[src/rtl/sqpt_pkg.sv]
`timescale 1ns / 1ps
// ----------------------------------------------------------------------------
// sqpt_pkg
// command and status codes and fixed field widths of the stack/queue pair
// ----------------------------------------------------------------------------
package sqpt_pkg;

	localparam int DATA_W = 32;
	localparam int CMD_W  = 2;
	localparam int STS_W  = 2;
	localparam int CNT_W  = 5;

	typedef enum logic [CMD_W-1:0] {
		CMD_INSERT = 2'd0,
		CMD_S2Q    = 2'd1,
		CMD_Q2S    = 2'd2
	} cmd_t;

	typedef enum logic [STS_W-1:0] {
		ST_DONE  = 2'd0,
		ST_EMPTY = 2'd1,
		ST_FULL  = 2'd2
	} status_t;

endpackage

[src/rtl/stack_queue_pair_transfer_core.sv]
`timescale 1ns / 1ps
// ----------------------------------------------------------------------------
// stack_queue_pair_transfer_core
// bounded lifo stack and bounded fifo queue of signed words, with insert by
// sign and transfers between the two; one result per command
// ----------------------------------------------------------------------------
//
//  channel  | handshake           | payload
//  ---------+---------------------+-------------------------------------------
//  input    | in_valid / in_stall | command, value
//  output   | out_valid/ out_stall| status, moved_value, stack_count,
//           |                     | queue_count
//
//  a command issues the reads of the stack top and queue head at its transfer
//  edge; once the read stage completes, it writes back and updates counts
//  the read stage is there because the rams have registered read data
//  reset clears the fill counts, the queue head and all valid flags; ram
//  contents stay undefined and are only read where occupied
//  a result waiting in the output register still lets one command in; that
//  command then holds in the read stage and stalls the input until it lands
//
module stack_queue_pair_transfer_core #(
	parameter int STACK_DEPTH = 16,
	parameter int QUEUE_DEPTH = 16
) (
	input  logic                                 clk,
	input  logic                                 arst_n,
	input  logic                                 in_valid,
	output logic                                 in_stall,
	input  logic [sqpt_pkg::CMD_W-1:0]           command,
	input  logic signed [sqpt_pkg::DATA_W-1:0]   value,
	output logic                                 out_valid,
	input  logic                                 out_stall,
	output logic [sqpt_pkg::STS_W-1:0]           status,
	output logic signed [sqpt_pkg::DATA_W-1:0]  moved_value,
	output logic [sqpt_pkg::CNT_W-1:0]           stack_count,
	output logic [sqpt_pkg::CNT_W-1:0]           queue_count
);

	import sqpt_pkg::*;

	// address and fill widths
	localparam int SAW = $clog2(STACK_DEPTH);
	localparam int SFW = $clog2(STACK_DEPTH + 1);
	localparam int QAW = $clog2(QUEUE_DEPTH);
	localparam int QFW = $clog2(QUEUE_DEPTH + 1);
	localparam int QSW = QFW + 1;

	// occupancy state
	logic [SFW-1:0] stack_fill_q;
	logic [QFW-1:0] queue_fill_q;
	logic [QAW-1:0] queue_head_q;

	// read stage
	logic              valid_s1;
	logic [CMD_W-1:0]  cmd_s1;
	logic [DATA_W-1:0] val_s1;

	// output register
	logic              out_valid_q;
	logic [STS_W-1:0]  status_q;
	logic [DATA_W-1:0] moved_q;
	logic [CNT_W-1:0]  stack_count_q;
	logic [CNT_W-1:0]  queue_count_q;

	// ram ports
	logic              stk_we;
	logic [SAW-1:0]    stk_waddr;
	logic [SAW-1:0]    stk_raddr;
	logic [DATA_W-1:0] stk_rdata;
	logic              que_we;
	logic [QAW-1:0]    que_waddr;
	logic [DATA_W-1:0] que_wdata;
	logic [DATA_W-1:0] que_rdata;

	logic              in_xfer;
	logic              fin;

	// decode of the command in the read stage
	status_t           sts;
	logic [DATA_W-1:0] moved;
	logic              do_push;
	logic              do_pop;
	logic              do_append;
	logic              do_take;
	logic [DATA_W-1:0] push_data;
	logic              stack_full;
	logic              stack_empty;
	logic              queue_full;
	logic              queue_empty;
	logic [QSW-1:0]    tail_sum;
	logic [QAW-1:0]    tail_addr;
	logic [QAW-1:0]    head_next;
	logic [SFW-1:0]    stack_fill_nx;
	logic [QFW-1:0]    queue_fill_nx;

	// one command in the read stage at a time: the read stage interlocks the rams
	assign in_stall = valid_s1;
	assign in_xfer  = in_valid && !in_stall;
	// the read stage completes once the output register is free or being read out
	assign fin      = valid_s1 && (!out_valid_q || !out_stall);

	assign stack_full  = (stack_fill_q >= SFW'(STACK_DEPTH));
	assign stack_empty = (stack_fill_q == '0);
	assign queue_full  = (queue_fill_q >= QFW'(QUEUE_DEPTH));
	assign queue_empty = (queue_fill_q == '0);

	// queue tail wraps once at most since head stays below the depth and fill does not pass it
	assign tail_sum  = QSW'(queue_head_q) + QSW'(queue_fill_q);
	assign tail_addr = (tail_sum >= QSW'(QUEUE_DEPTH)) ?
		QAW'(tail_sum - QSW'(QUEUE_DEPTH)) : QAW'(tail_sum);
	assign head_next = (queue_head_q == QAW'(QUEUE_DEPTH - 1)) ?
		'0 : queue_head_q + QAW'(1);

	// stack top read address; a read of an empty stack is discarded
	assign stk_raddr = SAW'(stack_fill_q - SFW'(1));

	always_comb begin
		sts       = ST_DONE;
		moved     = '0;
		do_push   = 1'b0;
		do_pop    = 1'b0;
		do_append = 1'b0;
		do_take   = 1'b0;
		push_data = val_s1;
		que_wdata = val_s1;
		unique case (cmd_s1)
			CMD_INSERT: begin
				if (!val_s1[DATA_W-1]) begin
					if (stack_full) begin
						sts = ST_FULL;
					end else begin
						do_push = 1'b1;
						moved   = val_s1;
					end
				end else begin
					if (queue_full) begin
						sts = ST_FULL;
					end else begin
						do_append = 1'b1;
						moved     = val_s1;
					end
				end
			end
			CMD_S2Q: begin
				priority if (stack_empty) begin
					sts = ST_EMPTY;
				end else if (queue_full) begin
					sts = ST_FULL;
				end else begin
					do_pop    = 1'b1;
					do_append = 1'b1;
					moved     = stk_rdata;
					que_wdata = stk_rdata;
				end
			end
			CMD_Q2S: begin
				priority if (queue_empty) begin
					sts = ST_EMPTY;
				end else if (stack_full) begin
					sts = ST_FULL;
				end else begin
					do_take   = 1'b1;
					do_push   = 1'b1;
					moved     = que_rdata;
					push_data = que_rdata;
				end
			end
			default: begin
				// unused code: ignored, reports done with nothing moved
				sts = ST_DONE;
			end
		endcase
	end

	assign stk_we    = fin && do_push;
	assign stk_waddr = SAW'(stack_fill_q);
	assign que_we    = fin && do_append;
	assign que_waddr = tail_addr;

	always_comb begin
		stack_fill_nx = stack_fill_q;
		if (do_push) begin
			stack_fill_nx = stack_fill_q + SFW'(1);
		end else if (do_pop) begin
			stack_fill_nx = stack_fill_q - SFW'(1);
		end
		queue_fill_nx = queue_fill_q;
		if (do_append) begin
			queue_fill_nx = queue_fill_q + QFW'(1);
		end else if (do_take) begin
			queue_fill_nx = queue_fill_q - QFW'(1);
		end
	end

	sqpt_ram #(
		.WIDTH (DATA_W),
		.DEPTH (STACK_DEPTH)
	) u_stack_ram (
		.clk   (clk),
		.we    (stk_we),
		.waddr (stk_waddr),
		.wdata (push_data),
		.re    (in_xfer),
		.raddr (stk_raddr),
		.rdata (stk_rdata)
	);

	sqpt_ram #(
		.WIDTH (DATA_W),
		.DEPTH (QUEUE_DEPTH)
	) u_queue_ram (
		.clk   (clk),
		.we    (que_we),
		.waddr (que_waddr),
		.wdata (que_wdata),
		.re    (in_xfer),
		.raddr (queue_head_q),
		.rdata (que_rdata)
	);

	// control state
	always_ff @(posedge clk or negedge arst_n) begin
		if (!arst_n) begin
			valid_s1     <= 1'b0;
			out_valid_q  <= 1'b0;
			stack_fill_q <= '0;
			queue_fill_q <= '0;
			queue_head_q <= '0;
		end else begin
			if (in_xfer) begin
				valid_s1 <= 1'b1;
			end else if (fin) begin
				valid_s1 <= 1'b0;
			end
			if (fin) begin
				out_valid_q <= 1'b1;
			end else if (!out_stall) begin
				out_valid_q <= 1'b0;
			end
			if (fin) begin
				stack_fill_q <= stack_fill_nx;
				queue_fill_q <= queue_fill_nx;
				if (do_take) begin
					queue_head_q <= head_next;
				end
			end
		end
	end

	// payload registers
	always_ff @(posedge clk) begin
		if (in_xfer) begin
			cmd_s1 <= command;
			val_s1 <= value;
		end
		if (fin) begin
			status_q      <= sts;
			moved_q       <= moved;
			stack_count_q <= CNT_W'(stack_fill_nx);
			queue_count_q <= CNT_W'(queue_fill_nx);
		end
	end

	assign out_valid   = out_valid_q;
	assign status      = status_q;
	assign moved_value = moved_q;
	assign stack_count = stack_count_q;
	assign queue_count = queue_count_q;

	// occupancy never passes the depth
	a_fill_bound: assert property (@(posedge clk) disable iff (!arst_n)
		(stack_fill_q <= SFW'(STACK_DEPTH)) && (queue_fill_q <= QFW'(QUEUE_DEPTH)))
		else $error("fill count beyond depth");

	// queue head stays a valid index
	a_head_range: assert property (@(posedge clk) disable iff (!arst_n)
		queue_head_q <= QAW'(QUEUE_DEPTH - 1))
		else $error("queue head out of range");

	// an error result moves nothing
	a_err_zero: assert property (@(posedge clk) disable iff (!arst_n)
		out_valid_q && (status_q != ST_DONE) |-> (moved_q == '0))
		else $error("error result carries a word");

	// a completed command always lands in the output register
	a_fin_out: assert property (@(posedge clk) disable iff (!arst_n)
		fin |=> out_valid_q && !valid_s1)
		else $error("finished command lost");

	// a transfer between stack and queue keeps the total occupancy
	a_xfer_total: assert property (@(posedge clk) disable iff (!arst_n)
		fin && (do_pop || do_take) |=>
		(SFW'(stack_fill_q) + QSW'(queue_fill_q)) ==
		$past(SFW'(stack_fill_q) + QSW'(queue_fill_q)))
		else $error("transfer changed total occupancy");

endmodule

[src/rtl/sqpt_ram.sv]
`timescale 1ns / 1ps
// ----------------------------------------------------------------------------
// sqpt_ram
// generic single-write, single-read ram with registered read data
// ----------------------------------------------------------------------------
module sqpt_ram #(
	parameter int WIDTH = 32,
	parameter int DEPTH = 16
) (
	input  logic                       clk,
	input  logic                       we,
	input  logic [$clog2(DEPTH)-1:0]   waddr,
	input  logic [WIDTH-1:0]           wdata,
	input  logic                       re,
	input  logic [$clog2(DEPTH)-1:0]   raddr,
	output logic [WIDTH-1:0]           rdata
);

	logic [WIDTH-1:0] mem [DEPTH];
	logic [WIDTH-1:0] rdata_q;

	always_ff @(posedge clk) begin
		if (we) begin
			mem[waddr] <= wdata;
		end
		// read data holds until the next read
		if (re) begin
			rdata_q <= mem[raddr];
		end
	end

	assign rdata = rdata_q;

endmodule

[config.mk]
export PLATFORM = sky130hd
export DESIGN_NAME = stack_queue_pair_transfer_core
export DESIGN_NICKNAME = d
export VERILOG_FILES = /design/src/rtl/sqpt_pkg.sv /design/src/rtl/stack_queue_pair_transfer_core.sv /design/src/rtl/sqpt_ram.sv
export SDC_FILE = /design/constraint.sdc
export NUM_CORES = 1
export LEC_CHECK = 0
export ABC_AREA = 0
export BUFFER_PORTS_ARGS = -buffer_cell sky130_fd_sc_hd__buf_4
export CAP_MARGIN = 20
export CORE_ASPECT_RATIO = 1.75
export CORE_MARGIN = 5
export CORE_UTILIZATION = 51
export DETAILED_ROUTE_END_ITERATION = 7
export PLACE_DENSITY = 0.73
export SLEW_MARGIN = 5
export SYNTH_ARGS = -nofsm -noshare
export SYNTH_HDL_FRONTEND = slang
export SYNTH_HIERARCHICAL = 1
export SYNTH_SLANG_ARGS = --single-unit
[constraint.sdc]
create_clock -name clk -period 15.9 [get_ports clk]
set_input_delay 0.795 -clock clk [delete_from_list [all_inputs] [get_ports clk]]
set_output_delay 0.795 -clock clk [all_outputs]
set_load 0.01 [all_outputs]
# ---- Yosys cells after proc, flatten, opt, wreduce, memory -nomap -nowiden
# Memories as Yosys holds them, arrays and structs flattened. A register that Yosys moved wholly into a read port is not among the register bits.
# Cells that the tools add are included.
dict set report word_totals {
  out_inout_bits 46
  register_bits 94
  memories 2
  ram_bits 1024
}
dict set report classes {
  mux 44
  n_reduce_logical 13
  eq_ne 4
  addsub 7
  n_lt_le_gt_ge 3
}
# memory words width read_ports rd_ports_with_merged_regs write_ports line
set memory_table {}
lappend memory_table {u_queue_ram.mem 16 32 1 1 1 sqpt_ram.sv:19} ;# logic [WIDTH-1:0] mem [DEPTH];
lappend memory_table {u_stack_ram.mem 16 32 1 1 1 sqpt_ram.sv:19}
# operator n
set op_table {}
lappend op_table {{32-bit two-way mux} 12}
lappend op_table {{32-bit one-hot mux with 3 select lines} 1}
lappend op_table {{31-bit two-way mux} 1}
lappend op_table {{5-bit two-way mux} 4}
lappend op_table {{1-bit two-way mux} 16}
lappend op_table {{5-bit by 1-bit adder with 5-bit output (second input constant)} 2}
lappend op_table {{5-bit >= comparator (second input constant)} 2}
lappend op_table {{5-bit logical NOT} 2}
lappend op_table {{2-bit two-way mux} 5}
lappend op_table {{5-bit by 1-bit subtractor with 5-bit output (second input constant)} 2}
lappend op_table {{4-bit two-way mux} 2}
lappend op_table {{4-bit by 5-bit adder with 6-bit output} 1}
lappend op_table {{6-bit by 5-bit >= comparator with 1-bit output (second input constant)} 1}
lappend op_table {{2-bit one-hot mux with 3 select lines} 1}
lappend op_table {{4-bit by 1-bit adder with 4-bit output (second input constant)} 1}
lappend op_table {{4-bit == test (second input constant)} 1}
lappend op_table {{1-bit logical AND} 4}
lappend op_table {{1-bit one-hot mux with 2 select lines} 2}
lappend op_table {{4-bit by 1-bit subtractor with 4-bit output (second input constant)} 1}
lappend op_table {{1-bit logical NOT} 3}
lappend op_table {{2-bit by 1-bit == test with 1-bit output (second input constant)} 1}
lappend op_table {{2-bit == test (second input constant)} 1}
lappend op_table {{2-bit logical NOT} 1}
lappend op_table {{2-bit by 1-bit inequality test with 1-bit output (second input constant)} 1}
lappend op_table {{other kinds (3)} 3}

# ---- Logic depth before layout (Yosys ltp)
dict set report depth {
  ltp_word 7
  depth_mapped 9
}

# ---- Modules after synthesis
# The synthesis kept the hierarchy.
# mod area_each_um2 instances cells_each
set by_module_without_submodules {}
lappend by_module_without_submodules {{sqpt_ram at u_stack_ram} 20174.3 1 838}
lappend by_module_without_submodules {{sqpt_ram at u_queue_ram} 20155.6 1 838}
lappend by_module_without_submodules {stack_queue_pair_transfer_core 4853.4 1 516}

# ---- Least setup slack after synthesis
# Ideal clock, no wire load.
dict set report synth_path {
  path_type {input to register}
  startpoint {input in_valid}
  endpoint {register cmd_s1[0], enable pin}
  cell_stages 1
  t_required_ns 15.334
  arrival_time_ns 5.062
  setup_ns 0.566
  slack_ns 10.273
  n_path_buf 0
  cell_sequence {nor2b_1}
}
dict set report synth_via {
  elab_chain_cells 1
}
# element line
set synth_rtl {}
lappend synth_rtl {{from (decl)} stack_queue_pair_transfer_core.sv:28} ;# input logic in_valid,
lappend synth_rtl {{1-bit logical AND} stack_queue_pair_transfer_core.sv:99} ;# assign in_xfer = in_valid && !in_stall;
lappend synth_rtl {{to (signal assigned)} stack_queue_pair_transfer_core.sv:254} ;# cmd_s1 <= command;
lappend synth_rtl {{to (decl)} stack_queue_pair_transfer_core.sv:56} ;# logic [CMD_W-1:0] cmd_s1;
# Every way passes these cells.
# A chain may end at the register's enable or synchronous reset.

# ---- Final worst setup path
dict set report layout_path {
  startpoint {register stack_fill_q[0]}
  endpoint {register u_stack_ram.rdata_q[12] (netlist: u_stack_ram/rdata[12]), read port of u_stack_ram.mem (data pin)}
}
dict set report layout_via {
  elab_chain_cells 1
}
# element line
set layout_rtl {}
lappend layout_rtl {{from (decl)} stack_queue_pair_transfer_core.sv:50} ;# logic [SFW-1:0] stack_fill_q;
lappend layout_rtl {{from (signal assigned)} stack_queue_pair_transfer_core.sv:242} ;# stack_fill_q <= stack_fill_nx;
lappend layout_rtl {{5-bit by 1-bit subtractor with 5-bit output} n/a}
lappend layout_rtl {{via stk_raddr[0]} stack_queue_pair_transfer_core.sv:69} ;# logic [SAW-1:0] stk_raddr;
lappend layout_rtl {{to (decl)} sqpt_ram.sv:20} ;# logic [WIDTH-1:0] rdata_q;
# The timed path passes the listed nets, and every way through them passes these cells.

==> results.md <==
* Status: completed
* Mapped cell area at around 45000 um^2
* VDD IR-drop max at 0.151 mV
* TritonCTS Buffers at between 90 and 100
* Reg-to-reg endpoint: u_stack_ram/rdata[12]
* Reg2reg setup slack at 11.19 ns
* Pre-CTS setup slack at approximately 11 ns
* CTS-repair resized insts at 0
* CTS tree: done
* Min cycle time layout at roughly 4.7 ns
* Routability cong. at roughly 0.8
* Worst reg2reg startpoint: stack_fill_q[0]
* Synth Area in Compound Gates at 0.0286
* Crit end category: flop
* Max cap viols at 0
* Routed Antenna Nets at 0
* DRC viols at 0
* Synth warn at 6
* Die area at about 95000 um^2
* Pre-Repair DR Iteration Count at 5
* Largest family of logic cells by synthesized area: multiplexers
* Via density at 6.25
* Fill cells at between 6000 and 7000
* Drt wl/cell at around 29 um
* Worst hold path class: input port to flop
* Area growth from synthesis to layout at 12.8%
* Cells after synthesis at ~2200
* Most common cell after layout, fill and taps aside: edfxtp_1
* Die W at between 200 and 250 um
* # port buffers at a little over 80
* Part of the Yosys area used for sequential elements at 0.784
* Sink Count at between 1000 and 1500
* CP max FO at 90
* Share of layout cells above drive strength 1 at 0.252
* Adder-cell share of the synthesized area at 0.00321
* Core ar. at a little under 90000 um^2
* Fmax at 0.212 GHz
* DR vias at around 22000
* Most frequent cells in the layout: 1166 x edfxtp_1, 297 x nand2_1, 256 x mux4_2, 133 x buf_4, 129 x a22oi_1
* Min-delay src: value[4]
* Power Dens Cells at around 190 nW/um^2
* Post-Route WL at between 100 and 150 mm
* Register clock-pin slew on the reported worst setup and hold paths at approximately 0.070 ns
* Data required, critical path at around 16 ns
* Skew-Pair Late Insertion Delay at 0.70 ns
* Total grt overflow at 0
* GR Util All Layers at 0.217
* Setup TNS at 0 ns
* First-pass GRT wire length at 153 mm
* R2R cell count at 8
* Startpoint types: flop
* WHS Path Cells at 1
* Largest net degree at the start of global routing at 91
* Max-slew violation count at 0
* Initial Util at 0.513
* Post-Synth Simple-Gate Area at 0.0405
* Syn nets at between 2000 and 2500
* Count of cell types in the netlist at between 50 and 60
* Worst-Margin Slew at between 1 and 1.5 ns
* Worst rel slew slack at 0.318
* Syn_area_per_cell at 20.6 um^2
* Final WS setup at roughly 11 ns
* Synth Register Bits at 1182
* Post-CTS Setup Bufs at 0
* Clock tree buffer depth at 3
* Initial antenna violation count at 0
* Tcrit/Tclk final at 0.296
* Pwr Total at around 9.5 mW
* Post-synthesis mux area share at 0.128
* Post-DP HPWL at 59.5 mm
* Final Hold Vio Count at 0
* Clock Root Buffer: clkbuf_16
* Nets at between 2000 and 2500
* Die height at roughly 400 um
* WS Path Type: flop to flop
* Clock skew at between 0.03 and 0.04 ns
* Asr flop ratio synth at 0.0135
* Post-synthesis xor/xnor area fraction at 0.00291
* WP data arrival at between 5 and 6 ns
* Number of flops mapped to enable cells by yosys at between 1000 and 1500
* Placement row count at 144
* Io pins at 84
* Finish-stage setup viols at 0
* N_diodes at 0
* 1st-iter DRT viols at roughly 2600
* Synth Flop Type: edfxtp_1
* RSZ-0062 raised after global routing: no
* Static leakage at 16.5 nW
* WHS Endpoint: val_s1[4]
* Vias in the first global route at 23300
* H-tree depth at 3
## power breakdown
group / total, mW / switching [mW] / internal, mW
clock network: 2.56 / 1.11 / 1.46
registers: 4.27 / 0.186 / 4.08
logic: 2.70 / 1.65 / 1.05
## kinds of logic after synthesis
| logic type | Yosys count |
|---|---|
| DFF | 1182 |
| xor gates and xnor gates | 15 |
| adders and majority gates | 11 |
| AOI/OAI and AO/OA | 175 |
| and+or+nand+nor | 430 |
| buffers and inverters | 120 |
| muxes | 259 |
## cell usage after synthesis (2+ instances only)
| library cell | n | area [um^2] |
|---|---|---|
| a21o_1 | 2 | 15.0 |
| a21oi_1 | 10 | 50.1 |
| a221oi_1 | 2 | 17.5 |
| a22oi_1 | 129 | 968 |
| and2_1 | 3 | 18.8 |
| and3_1 | 3 | 18.8 |
| buf_1 | 20 | 75.1 |
| buf_2 | 19 | 95.1 |
| buf_4 | 20 | 150 |
| buf_6 | 3 | 33.8 |
| clkbuf_1 | 49 | 184 |
| dfrtp_1 | 16 | 400 |
| edfxtp_1 | 1166 | 35000 |
| ha_1 | 10 | 125 |
| inv_1 | 9 | 33.8 |
| mux2i_1 | 2 | 20.0 |
| mux4_2 | 256 | 5770 |
| nand2_1 | 298 | 1120 |
| nand2b_1 | 9 | 56.3 |
| nand3_1 | 42 | 210 |
| nand3b_1 | 4 | 30.0 |
| nand4_1 | 2 | 12.5 |
| nor2_1 | 37 | 139 |
| nor2b_1 | 6 | 37.5 |
| nor3_1 | 11 | 55.1 |
| nor4b_1 | 2 | 17.5 |
| o211ai_1 | 2 | 15.0 |
| o21ai_0 | 7 | 35.0 |
| o22ai_1 | 6 | 37.5 |
| o31ai_1 | 3 | 22.5 |
| or3_1 | 2 | 12.5 |
| or3b_2 | 2 | 17.5 |
| or4b_1 | 2 | 20.0 |
| xnor2_1 | 8 | 70.1 |
| xor2_1 | 7 | 61.3 |
## through the flow
stage	hold slack [ns]	std cells	area [um^2]	utilization
after floorplan	0.499	2192	45200	-
after global placement	0.490	3382	47400	0.538
after detailed placement	0.497	3386	47500	0.539
after CTS	0.220	3573	51000	0.578
after global routing	0.240	3574	51000	0.579
final	0.271	3574	51000	0.579
## flip-flops by register name (all words and copies together) (netlist names), 4 cells and up
| name | count |
|---|---|
| moved_value | 32 |
| queue_fill_q | 5 |
| stack_count | 5 |
| val_s1 | 32 |
| u_queue_ram/mem | 512 |
| stack_fill_q | 5 |
| queue_count | 5 |
| u_stack_ram/mem | 512 |
| u_stack_ram/rdata | 32 |
| queue_head_q | 4 |
| u_queue_ram/rdata | 32 |
## layer usage
layer,vias to the layer above,global-route usage,part of all wire,routed length [um]
li1,9206,-,-,-
met1,11700,0.269,0.35,36500
met2,1152,0.389,0.54,55700
met3,236,0.0331,0.075,7840
met4,0,0.0836,0.038,3920
met5,-,0,0,0
## critical path, stage by stage, from the launching register on
cell	delay, ns
dfrtp_1	0.60
inv_8	0.71
ha_1	0.42
inv_4	0.29
buf_4	0.66
buf_4	0.76
mux4_2	0.41
a22oi_1	0.24
nand2_1	0.09
## worst max-delay path by stage
stage	from	to	slack, ns	depth (start not counted)
global placement	stack_fill_q[0]	u_stack_ram/rdata[10]	11.35	8
global route	stack_fill_q[0]	u_stack_ram/rdata[12]	10.93	8
finish	stack_fill_q[0]	u_stack_ram/rdata[12]	11.19	8
floorplan	in_valid	cmd_s1[0]	10.27	1
detailed placement	stack_fill_q[0]	u_stack_ram/rdata[0]	11.22	8
CTS	stack_fill_q[0]	u_stack_ram/rdata[12]	11.18	8
## final cells by class
class                   instances  area, um^2  share of cell area
inverters                       9        43.8            0.000859
clock buffers                 117        2630              0.0516
repair buffers                139        1110              0.0217
well taps                    1168        1460              0.0287
multi-input cells             890        9480               0.186
clock inverters                69         833              0.0163
flip-flops and latches       1182       35400               0.695
## what timing repair did
| action | CTS | global route |
|---|---|---|
| hold endpoints to repair | 16 | 0 |
| hold buffers | 1 | 0 |
| setup endpoints to repair | 0 | 0 |
No activity file was read; power rests on OpenSTA's default activity.
